--- src/hw/rtl/atoib_pkg.sv ---
// atoib_pkg: shared types and constants for the text-to-integer block
// no dependencies; used by the configuration and core modules

package atoib_pkg;

    // register file geometry
    localparam int unsigned ADDR_W = 5;
    localparam int unsigned DATA_W = 64;
    localparam int unsigned NSYM   = 16;
    localparam int unsigned CNT_W  = 5;
    localparam int unsigned VAL_W  = 32;

    // register indexes (paddr[4:3])
    localparam logic [1:0] REG_SYM_LO = 2'd0;
    localparam logic [1:0] REG_SYM_HI = 2'd1;
    localparam logic [1:0] REG_COUNT  = 2'd2;

    // character codes
    localparam logic [7:0] CHAR_NUL   = 8'd0;
    localparam logic [7:0] CHAR_TAB   = 8'd9;
    localparam logic [7:0] CHAR_CR    = 8'd13;
    localparam logic [7:0] CHAR_SPACE = 8'd32;
    localparam logic [7:0] CHAR_PLUS  = 8'd43;
    localparam logic [7:0] CHAR_MINUS = 8'd45;

    typedef logic [7:0] t_byte;

    // configuration as seen by the core
    typedef struct packed {
        t_byte [NSYM-1:0] sym;
        logic [CNT_W-1:0] count;
        logic             set_valid;
    } t_cfg;

    // whitespace test: space or codes 9 to 13
    function automatic logic is_blank(input t_byte c);
        is_blank = (c == CHAR_SPACE) || ((c >= CHAR_TAB) && (c <= CHAR_CR));
    endfunction

endpackage

--- src/hw/rtl/atoib_in_if.sv ---
// atoib_in_if: character channel, valid/ready with char_code and is_final
// depends on nothing

interface atoib_in_if;
    logic       valid;
    logic       ready;
    logic [7:0] char_code;
    logic       is_final;

    modport source (output valid, output char_code, output is_final, input ready);
    modport sink   (input valid, input char_code, input is_final, output ready);
endinterface

--- src/hw/rtl/atoib_out_if.sv ---
// atoib_out_if: result channel, valid/ready with the signed value
// depends on nothing

interface atoib_out_if;
    logic               valid;
    logic               ready;
    logic signed [31:0] value;

    modport source (output valid, output value, input ready);
    modport sink   (input valid, input value, output ready);
endinterface

--- src/hw/rtl/atoib_cfg.sv ---
// atoib_cfg: APB register file for the digit set and radix, plus the
// registered digit-set validity check; depends on atoib_pkg

module atoib_cfg #(
    parameter int unsigned MAX_SYMBOLS = 16
) (
    input  logic                               i_clk,
    input  logic                               i_rst_n,
    input  logic                               psel,
    input  logic                               penable,
    input  logic                               pwrite,
    input  logic [atoib_pkg::ADDR_W-1:0]       paddr,
    input  logic [atoib_pkg::DATA_W-1:0]       pwdata,
    output logic [atoib_pkg::DATA_W-1:0]       prdata,
    output logic                               pready,
    output atoib_pkg::t_cfg                    o_cfg
);

    logic [atoib_pkg::DATA_W-1:0] r_sym_lo;
    logic [atoib_pkg::DATA_W-1:0] r_sym_hi;
    logic [atoib_pkg::CNT_W-1:0]  r_count;
    logic                         r_set_valid;
    logic                         n_set_valid;
    logic                         wr_en;
    logic [1:0]                   reg_idx;
    atoib_pkg::t_byte [atoib_pkg::NSYM-1:0] sym;

    assign pready  = 1'b1;
    assign wr_en   = psel && penable && pwrite;
    assign reg_idx = paddr[4:3];
    assign sym     = {r_sym_hi, r_sym_lo};

    // register writes
    always_ff @(posedge i_clk) begin
        if (!i_rst_n) begin
            r_sym_lo    <= '0;
            r_sym_hi    <= '0;
            r_count     <= '0;
            r_set_valid <= 1'b0;
        end else begin
            r_set_valid <= n_set_valid;
            if (wr_en) begin
                unique case (reg_idx)
                    atoib_pkg::REG_SYM_LO: r_sym_lo <= pwdata;
                    atoib_pkg::REG_SYM_HI: r_sym_hi <= pwdata;
                    atoib_pkg::REG_COUNT:  r_count  <= pwdata[atoib_pkg::CNT_W-1:0];
                    default: ;
                endcase
            end
        end
    end

    // read mux
    always_comb begin
        unique case (reg_idx)
            atoib_pkg::REG_SYM_LO: prdata = r_sym_lo;
            atoib_pkg::REG_SYM_HI: prdata = r_sym_hi;
            atoib_pkg::REG_COUNT:  prdata = {{(atoib_pkg::DATA_W-atoib_pkg::CNT_W){1'b0}}, r_count};
            default:               prdata = '0;
        endcase
    end

    // digit set check: radix range, no reserved symbol, no repeats
    always_comb begin
        n_set_valid = (r_count >= atoib_pkg::CNT_W'(2)) &&
                      (r_count <= atoib_pkg::CNT_W'(MAX_SYMBOLS));
        for (int i = 0; i < atoib_pkg::NSYM; i++) begin
            if (atoib_pkg::CNT_W'(i) < r_count) begin
                if ((sym[i] == atoib_pkg::CHAR_NUL) || (sym[i] == atoib_pkg::CHAR_PLUS) ||
                    (sym[i] == atoib_pkg::CHAR_MINUS) || atoib_pkg::is_blank(sym[i])) begin
                    n_set_valid = 1'b0;
                end
                for (int j = i + 1; j < atoib_pkg::NSYM; j++) begin
                    if ((atoib_pkg::CNT_W'(j) < r_count) && (sym[j] == sym[i])) begin
                        n_set_valid = 1'b0;
                    end
                end
            end
        end
    end

    assign o_cfg.sym       = sym;
    assign o_cfg.count     = r_count;
    assign o_cfg.set_valid = r_set_valid;

endmodule

--- src/hw/rtl/atoib_core.sv ---
// atoib_core: input register, combinational parse step and result register
// depends on atoib_pkg, atoib_in_if and atoib_out_if

module atoib_core #(
    parameter int unsigned MAX_SYMBOLS = 16
) (
    input  logic            i_clk,
    input  logic            i_rst_n,
    input  atoib_pkg::t_cfg i_cfg,
    atoib_in_if.sink        i_in,
    atoib_out_if.source     o_out
);

    localparam int unsigned DIG_W = (MAX_SYMBOLS > 1) ? $clog2(MAX_SYMBOLS) : 1;

    typedef enum logic [1:0] {
        PH_SKIP,
        PH_SIGN,
        PH_DIGITS
    } t_phase;

    t_phase                          r_phase, n_phase;
    logic                            r_neg, n_neg;
    logic                            r_bad, n_bad;
    logic [atoib_pkg::VAL_W-1:0]     r_acc, n_acc;
    logic                            r_in_vld;
    atoib_pkg::t_byte                r_char;
    logic                            r_final;
    logic                            r_out_vld;
    logic [atoib_pkg::VAL_W-1:0]     r_value;
    logic [atoib_pkg::VAL_W-1:0]     n_value;

    logic                            advance;
    logic                            in_acc;
    logic [atoib_pkg::CNT_W-1:0]     used;
    logic                            hit;
    logic [DIG_W-1:0]                digit;

    // handshake: the input register drains unless it holds a final character while a result is blocked
    assign advance     = r_in_vld && (!r_final || !r_out_vld || o_out.ready);
    assign i_in.ready  = !r_in_vld || advance;
    assign in_acc      = i_in.valid && i_in.ready;
    assign o_out.valid = r_out_vld;
    assign o_out.value = r_value;

    assign used = (i_cfg.count > atoib_pkg::CNT_W'(MAX_SYMBOLS)) ?
                  atoib_pkg::CNT_W'(MAX_SYMBOLS) : i_cfg.count;

    // parallel symbol compare, lowest matching position wins
    always_comb begin
        hit   = 1'b0;
        digit = '0;
        for (int i = MAX_SYMBOLS - 1; i >= 0; i--) begin
            if ((atoib_pkg::CNT_W'(i) < used) && (i_cfg.sym[i] == r_char) &&
                (r_char != atoib_pkg::CHAR_NUL)) begin
                hit   = 1'b1;
                digit = DIG_W'(i);
            end
        end
    end

    // one character step: whitespace, signs, then Horner accumulate
    always_comb begin
        n_phase = r_phase;
        n_neg   = r_neg;
        n_acc   = r_acc;
        n_bad   = r_bad;
        if ((n_phase == PH_SKIP) && !atoib_pkg::is_blank(r_char)) begin
            n_phase = PH_SIGN;
        end
        if (n_phase == PH_SIGN) begin
            if (r_char == atoib_pkg::CHAR_MINUS) begin
                n_neg = !n_neg;
            end else if (r_char != atoib_pkg::CHAR_PLUS) begin
                n_phase = PH_DIGITS;
            end
        end
        if (n_phase == PH_DIGITS) begin
            if (!hit) begin
                n_bad = 1'b1;
            end else begin
                n_acc = atoib_pkg::VAL_W'(r_acc * atoib_pkg::VAL_W'(used)) +
                        atoib_pkg::VAL_W'(digit);
            end
        end
        if (n_bad || !i_cfg.set_valid) begin
            n_value = '0;
        end else if (n_neg) begin
            n_value = atoib_pkg::VAL_W'(0) - n_acc;
        end else begin
            n_value = n_acc;
        end
    end

    // state, input register and result register
    always_ff @(posedge i_clk) begin
        if (!i_rst_n) begin
            r_phase   <= PH_SKIP;
            r_neg     <= 1'b0;
            r_bad     <= 1'b0;
            r_acc     <= '0;
            r_in_vld  <= 1'b0;
            r_out_vld <= 1'b0;
        end else begin
            if (in_acc) begin
                r_in_vld <= 1'b1;
                r_char   <= i_in.char_code;
                r_final  <= i_in.is_final;
            end else if (advance) begin
                r_in_vld <= 1'b0;
            end

            if (advance) begin
                if (r_final) begin
                    r_phase <= PH_SKIP;
                    r_neg   <= 1'b0;
                    r_bad   <= 1'b0;
                    r_acc   <= '0;
                end else begin
                    r_phase <= n_phase;
                    r_neg   <= n_neg;
                    r_bad   <= n_bad;
                    r_acc   <= n_acc;
                end
            end

            if (advance && r_final) begin
                r_out_vld <= 1'b1;
                r_value   <= n_value;
            end else if (o_out.ready) begin
                r_out_vld <= 1'b0;
            end
        end
    end

endmodule

--- src/hw/rtl/text_to_integer_any_base_unit.sv ---
// text_to_integer_any_base_unit: top level of the text-to-integer converter
// depends on atoib_pkg, atoib_in_if, atoib_out_if, atoib_cfg and atoib_core

// Parses a string, one character per transaction, into a signed 32-bit value
// in a programmable radix of 2 to MAX_SYMBOLS, with the digit symbols held in
// two 64-bit registers and the radix in a third. One character is taken every
// clock cycle unless a final character waits on a blocked result; the symbol
// compare and accumulator multiply-add are combinational, allowing that rate.
// A final character passes the input register, then the result register that
// holds the string's result. While a result waits, the characters of the next
// string keep entering until its final character reaches the input register,
// which then holds the input until the waiting result is taken. The digit set
// check is registered, so a write takes effect for validity in the next cycle.

module text_to_integer_any_base_unit #(
    parameter int unsigned MAX_SYMBOLS = 16
) (
    input  logic                          i_clk,
    input  logic                          i_rst_n,
    atoib_in_if.sink                      i_in,
    atoib_out_if.source                   o_out,
    input  logic                          psel,
    input  logic                          penable,
    input  logic                          pwrite,
    input  logic [atoib_pkg::ADDR_W-1:0]  paddr,
    input  logic [atoib_pkg::DATA_W-1:0]  pwdata,
    output logic [atoib_pkg::DATA_W-1:0]  prdata,
    output logic                          pready
);

    atoib_pkg::t_cfg cfg;

    // configuration registers
    atoib_cfg #(
        .MAX_SYMBOLS (MAX_SYMBOLS)
    ) u_cfg (
        .i_clk   (i_clk),
        .i_rst_n (i_rst_n),
        .psel    (psel),
        .penable (penable),
        .pwrite  (pwrite),
        .paddr   (paddr),
        .pwdata  (pwdata),
        .prdata  (prdata),
        .pready  (pready),
        .o_cfg   (cfg)
    );

    // parse datapath
    atoib_core #(
        .MAX_SYMBOLS (MAX_SYMBOLS)
    ) u_core (
        .i_clk   (i_clk),
        .i_rst_n (i_rst_n),
        .i_cfg   (cfg),
        .i_in    (i_in),
        .o_out   (o_out)
    );

endmodule

--- src/flat_wrapper.sv ---
// flat-port wrapper written by rule: the top's interface ports become plain ports
module text_to_integer_any_base_unit_flat 
#(
    parameter int unsigned MAX_SYMBOLS = 16
)
  (i_clk, i_rst_n, psel, penable, pwrite, paddr, pwdata, prdata, pready, i_in_valid, i_in_char_code, i_in_is_final, i_in_ready, o_out_valid, o_out_value, o_out_ready);
  atoib_in_if i_in_i ();
  atoib_out_if o_out_i ();
  input  logic i_clk;
  input  logic i_rst_n;
  input  logic psel;
  input  logic penable;
  input  logic pwrite;
  input  logic [atoib_pkg::ADDR_W-1:0] paddr;
  input  logic [atoib_pkg::DATA_W-1:0] pwdata;
  output logic [atoib_pkg::DATA_W-1:0] prdata;
  output logic pready;
  input wire logic [$bits(i_in_i.valid)-1:0] i_in_valid;
  input wire logic [$bits(i_in_i.char_code)-1:0] i_in_char_code;
  input wire logic [$bits(i_in_i.is_final)-1:0] i_in_is_final;
  output wire logic [$bits(i_in_i.ready)-1:0] i_in_ready;
  output wire logic [$bits(o_out_i.valid)-1:0] o_out_valid;
  output wire logic [$bits(o_out_i.value)-1:0] o_out_value;
  input wire logic [$bits(o_out_i.ready)-1:0] o_out_ready;
  assign i_in_i.valid = i_in_valid;
  assign i_in_i.char_code = i_in_char_code;
  assign i_in_i.is_final = i_in_is_final;
  assign i_in_ready = i_in_i.ready;
  assign o_out_valid = o_out_i.valid;
  assign o_out_value = o_out_i.value;
  assign o_out_i.ready = o_out_ready;
  text_to_integer_any_base_unit #(.MAX_SYMBOLS(MAX_SYMBOLS)) u_core (.i_clk(i_clk), .i_rst_n(i_rst_n), .i_in(i_in_i), .o_out(o_out_i), .psel(psel), .penable(penable), .pwrite(pwrite), .paddr(paddr), .pwdata(pwdata), .prdata(prdata), .pready(pready));
endmodule
--- config.mk ---
export PLATFORM = sky130hd
export DESIGN_NAME = text_to_integer_any_base_unit_flat
export DESIGN_NICKNAME = d
export VERILOG_FILES = /design/src/hw/rtl/atoib_pkg.sv /design/src/hw/rtl/atoib_in_if.sv /design/src/hw/rtl/atoib_out_if.sv /design/src/hw/rtl/atoib_cfg.sv /design/src/hw/rtl/atoib_core.sv /design/src/hw/rtl/text_to_integer_any_base_unit.sv /design/src/flat_wrapper.sv
export SDC_FILE = /design/constraint.sdc
export NUM_CORES = 2
export LEC_CHECK = 0
export BUFFER_PORTS_ARGS = -buffer_cell sky130_fd_sc_hd__buf_2
export CAP_MARGIN = 10
export CORE_MARGIN = 3
export CORE_UTILIZATION = 36
export CTS_CLUSTER_DIAMETER = 100
export DETAILED_ROUTE_END_ITERATION = 10
export PLACE_DENSITY_LB_ADDON = 0.15
export SLEW_MARGIN = 20
export SYNTH_ARGS = -nofsm -noshare
export SYNTH_HDL_FRONTEND = slang
export SYNTH_HIERARCHICAL = 1
export SYNTH_SLANG_ARGS = --single-unit
--- constraint.sdc ---
create_clock -name i_clk -period 12.7 [get_ports i_clk]
set_input_delay 2.54 -clock i_clk [delete_from_list [all_inputs] [get_ports i_clk]]
set_output_delay 2.54 -clock i_clk [all_outputs]
set_load 0.02 [all_outputs]
# ---- Word-level counts from Yosys, hierarchy flattened
# Cells that the tools add are included.
dict set report op_classes {
  n_eq_ne 191
  muxes 205
  n_reduce_logical 277
  add_sub_neg 2
  mul 1
  magnitude_cmp 69
}
# op n
set op_table {}
lappend op_table {{$eq A8 B8 Y1} 136}
lappend op_table {{$eq A8 B6 Y1 const B} 50}
lappend op_table {{$pmux W64 S3} 1}
lappend op_table {{$mux W1} 178}
lappend op_table {{$logic_and A1 B1 Y1} 176}
lappend op_table {{$ge A8 B4 Y1 const B} 17}
lappend op_table {{$le A8 B4 Y1 const B} 17}
lappend op_table {{$logic_not A8 Y1} 16}
lappend op_table {{$mux W32} 4}
lappend op_table {{$lt A4 B5 Y1 const A} 16}
lappend op_table {{$logic_or A1 B1 Y1} 69}
lappend op_table {{$mux W4} 16}
lappend op_table {{$lt A3 B5 Y1 const A} 8}
lappend op_table {{$add A32 B4 Y32} 1}
lappend op_table {{$mul A32 B5 Y32} 1}
lappend op_table {{$sub A1 B32 Y32 const A} 1}
lappend op_table {{$lt A1 B5 Y1 const A} 4}
lappend op_table {{$lt A2 B5 Y1 const A} 4}
lappend op_table {{$mux W2} 5}
lappend op_table {{$reduce_and A2 Y1} 5}
lappend op_table {{$ne A8 B6 Y1 const B} 1}
lappend op_table {{$reduce_bool A8 Y1} 1}
lappend op_table {{$logic_not A1 Y1} 6}
lappend op_table {{$ge A5 B2 Y1 const B} 1}
lappend op_table {{7 further kinds} 11}
dict set report word_totals {
  reg_bits 213
  output_inout_bits 99
  inputBits 85
}

# ---- Logic depth before layout (Yosys ltp)
dict set report depth {
  depth_word 156
  mapped_depth 29
}

# ---- Hierarchy
# The synthesis kept the hierarchy.
# mod seq_area_each_um2 instances cells_per_inst area_per_inst_um2
set by_module_without_submodules {}
lappend by_module_without_submodules {atoib_cfg 2682.6 1 2489 19125.8}
lappend by_module_without_submodules {atoib_core 1991.9 1 1341 11203.2}

# ---- Least setup slack after synthesis
# No wires, ideal clock.
dict set report synth_path {
  path_type {register -> register}
  from {register u_core.u_core.r_char[1]}
  to {register u_core.u_core.r_value (netlist bit u_core/u_core/o_out.value[30]) (data pin)}
  slack_ns 6.121
  path_stages_with_launch 23
  required_ns 12.434
  setup_time_ns 0.266
  t_arrival_ns 6.313
  path_buffers 1
  cell_sequence {edfxtp_1 > or4_1 > clkbuf_1 > o32ai_1 > nor3_1 > nor4bb_1 > nand2b_1 > nor2_1 > fa_1 > ha_1 > fa_1 > ha_1 > a211o_1 > a21oi_1 > a2111o_1 > nand3_1 > a2111oi_0 > a211oi_1 > or4b_2 > a22oi_1 > a41oi_1 > xnor2_1 > nor2_1}
}
dict set report synth_via {
  elab_chain_cells 24
  elab_cells_between_ends 106
}
# item line
set synth_rtl {}
lappend synth_rtl {{start: declaration} atoib_core.sv:27} ;# atoib_pkg::t_byte r_char;
lappend synth_rtl {{start signal: assignment} atoib_core.sv:107} ;# r_char <= i_in.char_code;
lappend synth_rtl {{$eq A8 B8 Y1} atoib_core.sv:54} ;# if ((atoib_pkg::CNT_W'(i) < used) && (i_cfg.sym[i] == r_char) &&
lappend synth_rtl {{$logic_and A1 B1 Y1 (2 in a row)} atoib_core.sv:54}
lappend synth_rtl {{$mux W4 (16 in a row)} atoib_core.sv:54}
lappend synth_rtl {{$add A32 B4 Y32} atoib_core.sv:82} ;# n_acc = atoib_pkg::VAL_W'(r_acc * atoib_pkg::VAL_W'(used)) +
lappend synth_rtl {{$mux W32} atoib_core.sv:79} ;# if (!hit) begin
lappend synth_rtl {{$mux W32} atoib_core.sv:78} ;# if (n_phase == PH_DIGITS) begin
lappend synth_rtl {{$sub A1 B32 Y32} atoib_core.sv:89} ;# n_value = atoib_pkg::VAL_W'(0) - n_acc;
lappend synth_rtl {{$mux W32} atoib_core.sv:88} ;# end else if (n_neg) begin
lappend synth_rtl {{end signal: assignment} atoib_core.sv:129} ;# r_value <= n_value;
lappend synth_rtl {{end: declaration} atoib_core.sv:30} ;# logic [atoib_pkg::VAL_W-1:0] r_value;
# Several ways; a longest one is shown, not always the timed one.
# A chain may end at the register's enable or synchronous reset.

# ---- Worst setup path in the final report
dict set report layout_path {
  from {register u_core/u_cfg/r_count[3] (netlist name)}
  to {register u_core.u_core.r_value (netlist bit u_core/u_core/o_out.value[31]) (data pin)}
}
dict set report layout_via {
  elab_chain_cells 26
  elab_cells_between_ends 91
}
# item line
set layout_rtl {}
lappend layout_rtl {{start: declaration} atoib_cfg.sv:21} ;# logic [atoib_pkg::CNT_W-1:0] r_count;
lappend layout_rtl {{start signal: assignment} atoib_cfg.sv:46} ;# atoib_pkg::REG_COUNT: r_count <= pwdata[atoib_pkg::CNT_W-1:0];
lappend layout_rtl {{$gt A5 B5 Y1} atoib_core.sv:46} ;# assign used = (i_cfg.count > atoib_pkg::CNT_W'(MAX_SYMBOLS)) ?
lappend layout_rtl {{$mux W5 *} atoib_core.sv:46}
lappend layout_rtl {{$lt A4 B5 Y1} atoib_core.sv:54}
lappend layout_rtl {{$logic_and A1 B1 Y1 (2 in a row)} atoib_core.sv:54}
lappend layout_rtl {{$mux W4 (16 in a row)} atoib_core.sv:54}
lappend layout_rtl {{$add A32 B4 Y32} atoib_core.sv:82}
lappend layout_rtl {{$mux W32} atoib_core.sv:79}
lappend layout_rtl {{$mux W32} atoib_core.sv:78}
lappend layout_rtl {{$sub A1 B32 Y32} atoib_core.sv:89}
lappend layout_rtl {{$mux W32} atoib_core.sv:88}
# Every way passes the cells marked *; elsewhere a longest branch is shown, timed or not.

==> metrics.md <==
| Metric | Value |
|---|---|
| Final wirelength | `134,000 um` |
| Yosys top cell area share | `23.2%` |
| CP endpoint kind | `register` |
| Final hold vios | `0` |
| Synthesized area | `30,300 um^2` |
| Area post-placement | `31,800 um^2` |
| Clock tree buffer depth | `3` |
| Crit path buffers/inverters | `1` |
| 1st-iter DRT viols | `3,278` |
| Synth Register Bits | `213` |
| Sequential area share after synthesis | `15.4%` |
| Kind of critical path | `reg -> reg` |
| First-pass GRT wire length | `194,000 um` |
| CTS clk-pin slew, worst paths | `0.06 ns` |
| GRT Total Usage | `29.5%` |
| Area of the multi-input gates | `23,300 um^2` |
| Commonest non-fill, non-tap cells in the layout | `xnor2_1, nand2_1, xor2_1` |
| Clk_skew | `0.0265 ns` |
| Post-DP HPWL | `84,900 um` |
| Required time worst endpoint | `13.04 ns` |
| Compound-Gate Fraction of Synth Area | `10.8%` |
| YS warnings | `6` |
| Largest family of logic cells by synthesized area | `XOR/XNOR gates` |
| Arrival time worst endpoint | `8.64 ns` |
| Synth Area in XOR/XNOR | `33.6%` |
| Minimum clock period | `8.31 ns` |
| Post-Synthesis Cells | `3,830` |
| Pwr dens | `57.9 nW/um^2` |
| Vias/cell | `5.89` |
| Die Y | `296 um` |
| CTS H-tree lvls | `1` |
| Distinct cell type count after synthesis | `91` |
| Layout area overhead | `8.16%` |
| Achievable Freq | `120 MHz` |
| CP top delay family | `simple AND/OR/NAND/NOR gates` |
| Pin count of the biggest net entering global routing | `81` |
| Total number of vias | `28,800` |
| Post-synth EDFFs | `41` |
| Max IR drop VDD | `0.0000802 V` |
| Final #Nets | `4,026` |
| CP startpoint kind | `register` |
| Most common cell after layout, fill and taps aside | `xnor2_1` |
| CORE AREA | `82,800 um^2` |
| Share of layout cells above drive strength 1 | `11.4%` |
| TritonCTS Buffers | `29` |
| I/O pin total | `184` |
| Worst reg2reg startpoint | `u_core/u_cfg/r_count[3]` |
| Routability cong. | `0.949` |
| Top cells by area, synth | `xnor2_1, dfxtp_1, xor2_1` |
| Vias in the first global route | `27,200` |
| Pre-Repair DR Iteration Count | `6` |
| Hold path endpoint | `u_core/u_cfg/r_sym_hi[32]` |
| Clock Sinks | `213` |
| Worst slew pin tran | `1.13 ns` |
| # port buffers | `179` |
| Mux contribution to synthesized area | `3.18%` |
| Final Hold Slack | `0.468 ns` |
| Worst hold stages | `2` |
| Fin crit share | `65.4%` |
| Final Cell Area | `32,800 um^2` |
| Final Slew Violations | `0` |
| Fill cell count | `8,598` |
| Slew Limit Headroom | `24.8%` |
| Setup TNS | `0 ns` |
| CTS tree | `built` |
| Cell taking the most area after synthesis | `xnor2_1` |
| Die area | `87,800 um^2` |
| Crit-path cells | `buf_4 -> nor2b_2 -> nor4bb_1 -> or4_1 -> and4bb_1 -> nor4b_2 -> nor2_1 -> fa_1 -> ha_1 -> fa_1 -> ha_1 -> a211o_1 -> a21oi_1 -> a2111o_1 -> nand3_1 -> a2111oi_0 -> a211oi_1 -> or4b_2 -> a22oi_1 -> a41oi_1 -> xor2_1 -> nor2_1` |
| Outcome | `complete, no violations` |
| Syn nets | `4,064` |
| Post-CTS Setup Inserts | `0` |
| Static leakage | `13.2 nW` |
| R2R Path End | `u_core/u_core/o_out.value[31]` |
| Hold buffers post-CTS | `0` |
| Rows | `105` |
| RSZ-0062 raised after global routing | `no` |
| Worst skew pair latency | `0.62 ns` |
| Max-Cap Viols | `0` |
| Hold Startpoint | `u_core/u_cfg/r_sym_hi[32]` |
| Crit Path Max Fanout | `15` |
| GRT overflow | `0` |
| Worst path max stage delay | `0.76 ns` |
| Initial antenna violation count | `4` |
| Remaining antenna violation count | `0` |
| Top FF cell, synth | `dfxtp_1` |
| Sequential cell area | `4680 um^2` |
| # DRC | `0` |
| Average wire per standard cell | `27.4 um` |
| Pre-CTS WS | `4.51 ns` |
| Root Buffer | `clkbuf_16` |
| Simple-gate share of the synthesized area | `20.7%` |
| Post_cts resized | `0` |
| Core Util, Final | `39.6%` |
| R2R depth | `22` |
| R2R Setup Slk | `4.39 ns` |
| Worst Setup Slack, final | `4.39 ns` |
| Initial core utilization | `36.6%` |
| Adder-cell share of the synthesized area | `8.28%` |
| FFs w/ async S/R, synth | `0%` |
| Syn Area/Cell | `7.92 um^2` |
| Crit-path slowest cell | `nor2b_2` |
| Hold Crit Class | `reg -> reg` |
| Final setup viols | `0` |
| Die W | `296 um` |
## synth_stat cells (5+ instances only)
library cell / instances
xnor2_1: 803
nand2_1: 420
xor2_1: 362
buf_2: 243
nand4_1: 191
dfxtp_1: 172
nor2_1: 150
a21boi_0: 132
nor4_1: 121
clkbuf_1: 111
nor3_1: 100
mux2i_1: 94
inv_1: 91
fa_1: 86
and2_1: 82
a21oi_1: 80
ha_1: 63
o21ai_0: 49
edfxtp_1: 41
nor2b_1: 38
a31oi_1: 36
buf_4: 36
nand3_1: 34
a22oi_1: 21
nand2b_1: 21
or3_1: 19
o31ai_1: 16
a22o_1: 15
a21o_1: 14
or4_1: 14
buf_1: 13
and3_1: 11
o211ai_1: 11
buf_6: 10
a211oi_1: 9
a41oi_1: 9
a2111oi_0: 6
a211o_1: 5
nor4b_1: 5
o2111ai_1: 5
## layout make-up
type                            count  area share, %
Multi-Input combinational cell   3113           71.0
Sequential cell                   213           14.3
Timing Repair Buffer              344           6.52
Tap cell                         1070           4.08
Clock buffer                       39           2.61
Inverter                           91           1.04
Clock inverter                     14          0.442
Antenna cell                        1        0.00763
## routing by layer
layer  global-route usage, %  part of all wire (%)
met5                       0                 0.010
met4                    13.1                   5.0
met3                    5.19                   9.4
met2                    44.5                    43
met1                    41.1                    43
## stage by stage
step | power (mW) | instances
after floorplan | 0.937 | 3830
after global placement | 1.03 | 4831
after detailed placement | 1.03 | 4831
after CTS | 1.91 | 4884
after global routing | 1.97 | 4884
final | 1.90 | 4885
## state kept, by name, indices dropped and copies added (netlist names)
signal and flops:
u_core/u_cfg/r_sym_hi 64, u_core/u_cfg/r_sym_lo 64, u_core/u_core/o_out.value 32, u_core/u_core/r_acc 32
u_core/u_core/r_char 8, u_core/u_cfg/r_count 5, u_core/u_core/r_phase 2, u_core/u_cfg/r_set_valid 1
u_core/u_core/o_out.valid 1, u_core/u_core/r_bad 1, u_core/u_core/r_final 1, u_core/u_core/r_in_vld 1
u_core/u_core/r_neg 1
## worst register-to-register path: stages, from the launching register on
cell,delay (ns)
dfxtp_1,0.64
buf_4,0.35
nor2b_2,0.77
nor4bb_1,0.39
or4_1,0.23
and4bb_1,0.25
nor4b_2,0.42
nor2_1,0.16
fa_1,0.45
ha_1,0.32
fa_1,0.53
ha_1,0.33
a211o_1,0.27
a21oi_1,0.45
a2111o_1,0.29
nand3_1,0.20
a2111oi_0,0.47
a211oi_1,0.12
or4b_2,0.71
a22oi_1,0.25
a41oi_1,0.18
xor2_1,0.19
nor2_1,0.05
## where the power goes
part | leakage, nW | internal [mW] | switching (mW) | total [mW]
logic | 11.0 | 0.125 | 0.200 | 0.324
registers | 1.76 | 0.696 | 0.00725 | 0.704
clock network | 0.505 | 0.514 | 0.358 | 0.872
## kinds of logic (layout without fill, tap and decap cells)
family / count (synthesis) / after routing
adders and majority gates: 149 / 149
DFF: 213 / 213
AOI/OAI and AO/OA: 464 / 464
and+or+nand+nor: 1238 / 1238
other: 1 / 2
buffers and inverters: 504 / 488
xor gates and xnor gates: 1165 / 1165
muxes: 96 / 96
## worst max-delay path by stage
stage | startpoint | endpoint | slack, ns | cells after the start
floorplan | u_core/u_core/r_char[1] | u_core/u_core/o_out.value[30] | 6.12 | 22
global placement | u_core/u_cfg/r_count[3] | u_core/u_core/o_out.value[31] | 4.51 | 22
detailed placement | u_core/u_cfg/r_count[3] | u_core/u_core/o_out.value[31] | 4.51 | 22
CTS | u_core/u_cfg/r_count[3] | u_core/u_core/o_out.value[31] | 4.48 | 22
global route | u_core/u_cfg/r_count[3] | u_core/u_core/o_out.value[26] | 3.84 | 22
finish | u_core/u_cfg/r_count[3] | u_core/u_core/o_out.value[31] | 4.39 | 22
Note: power is estimated with default switching activity, not from simulation.
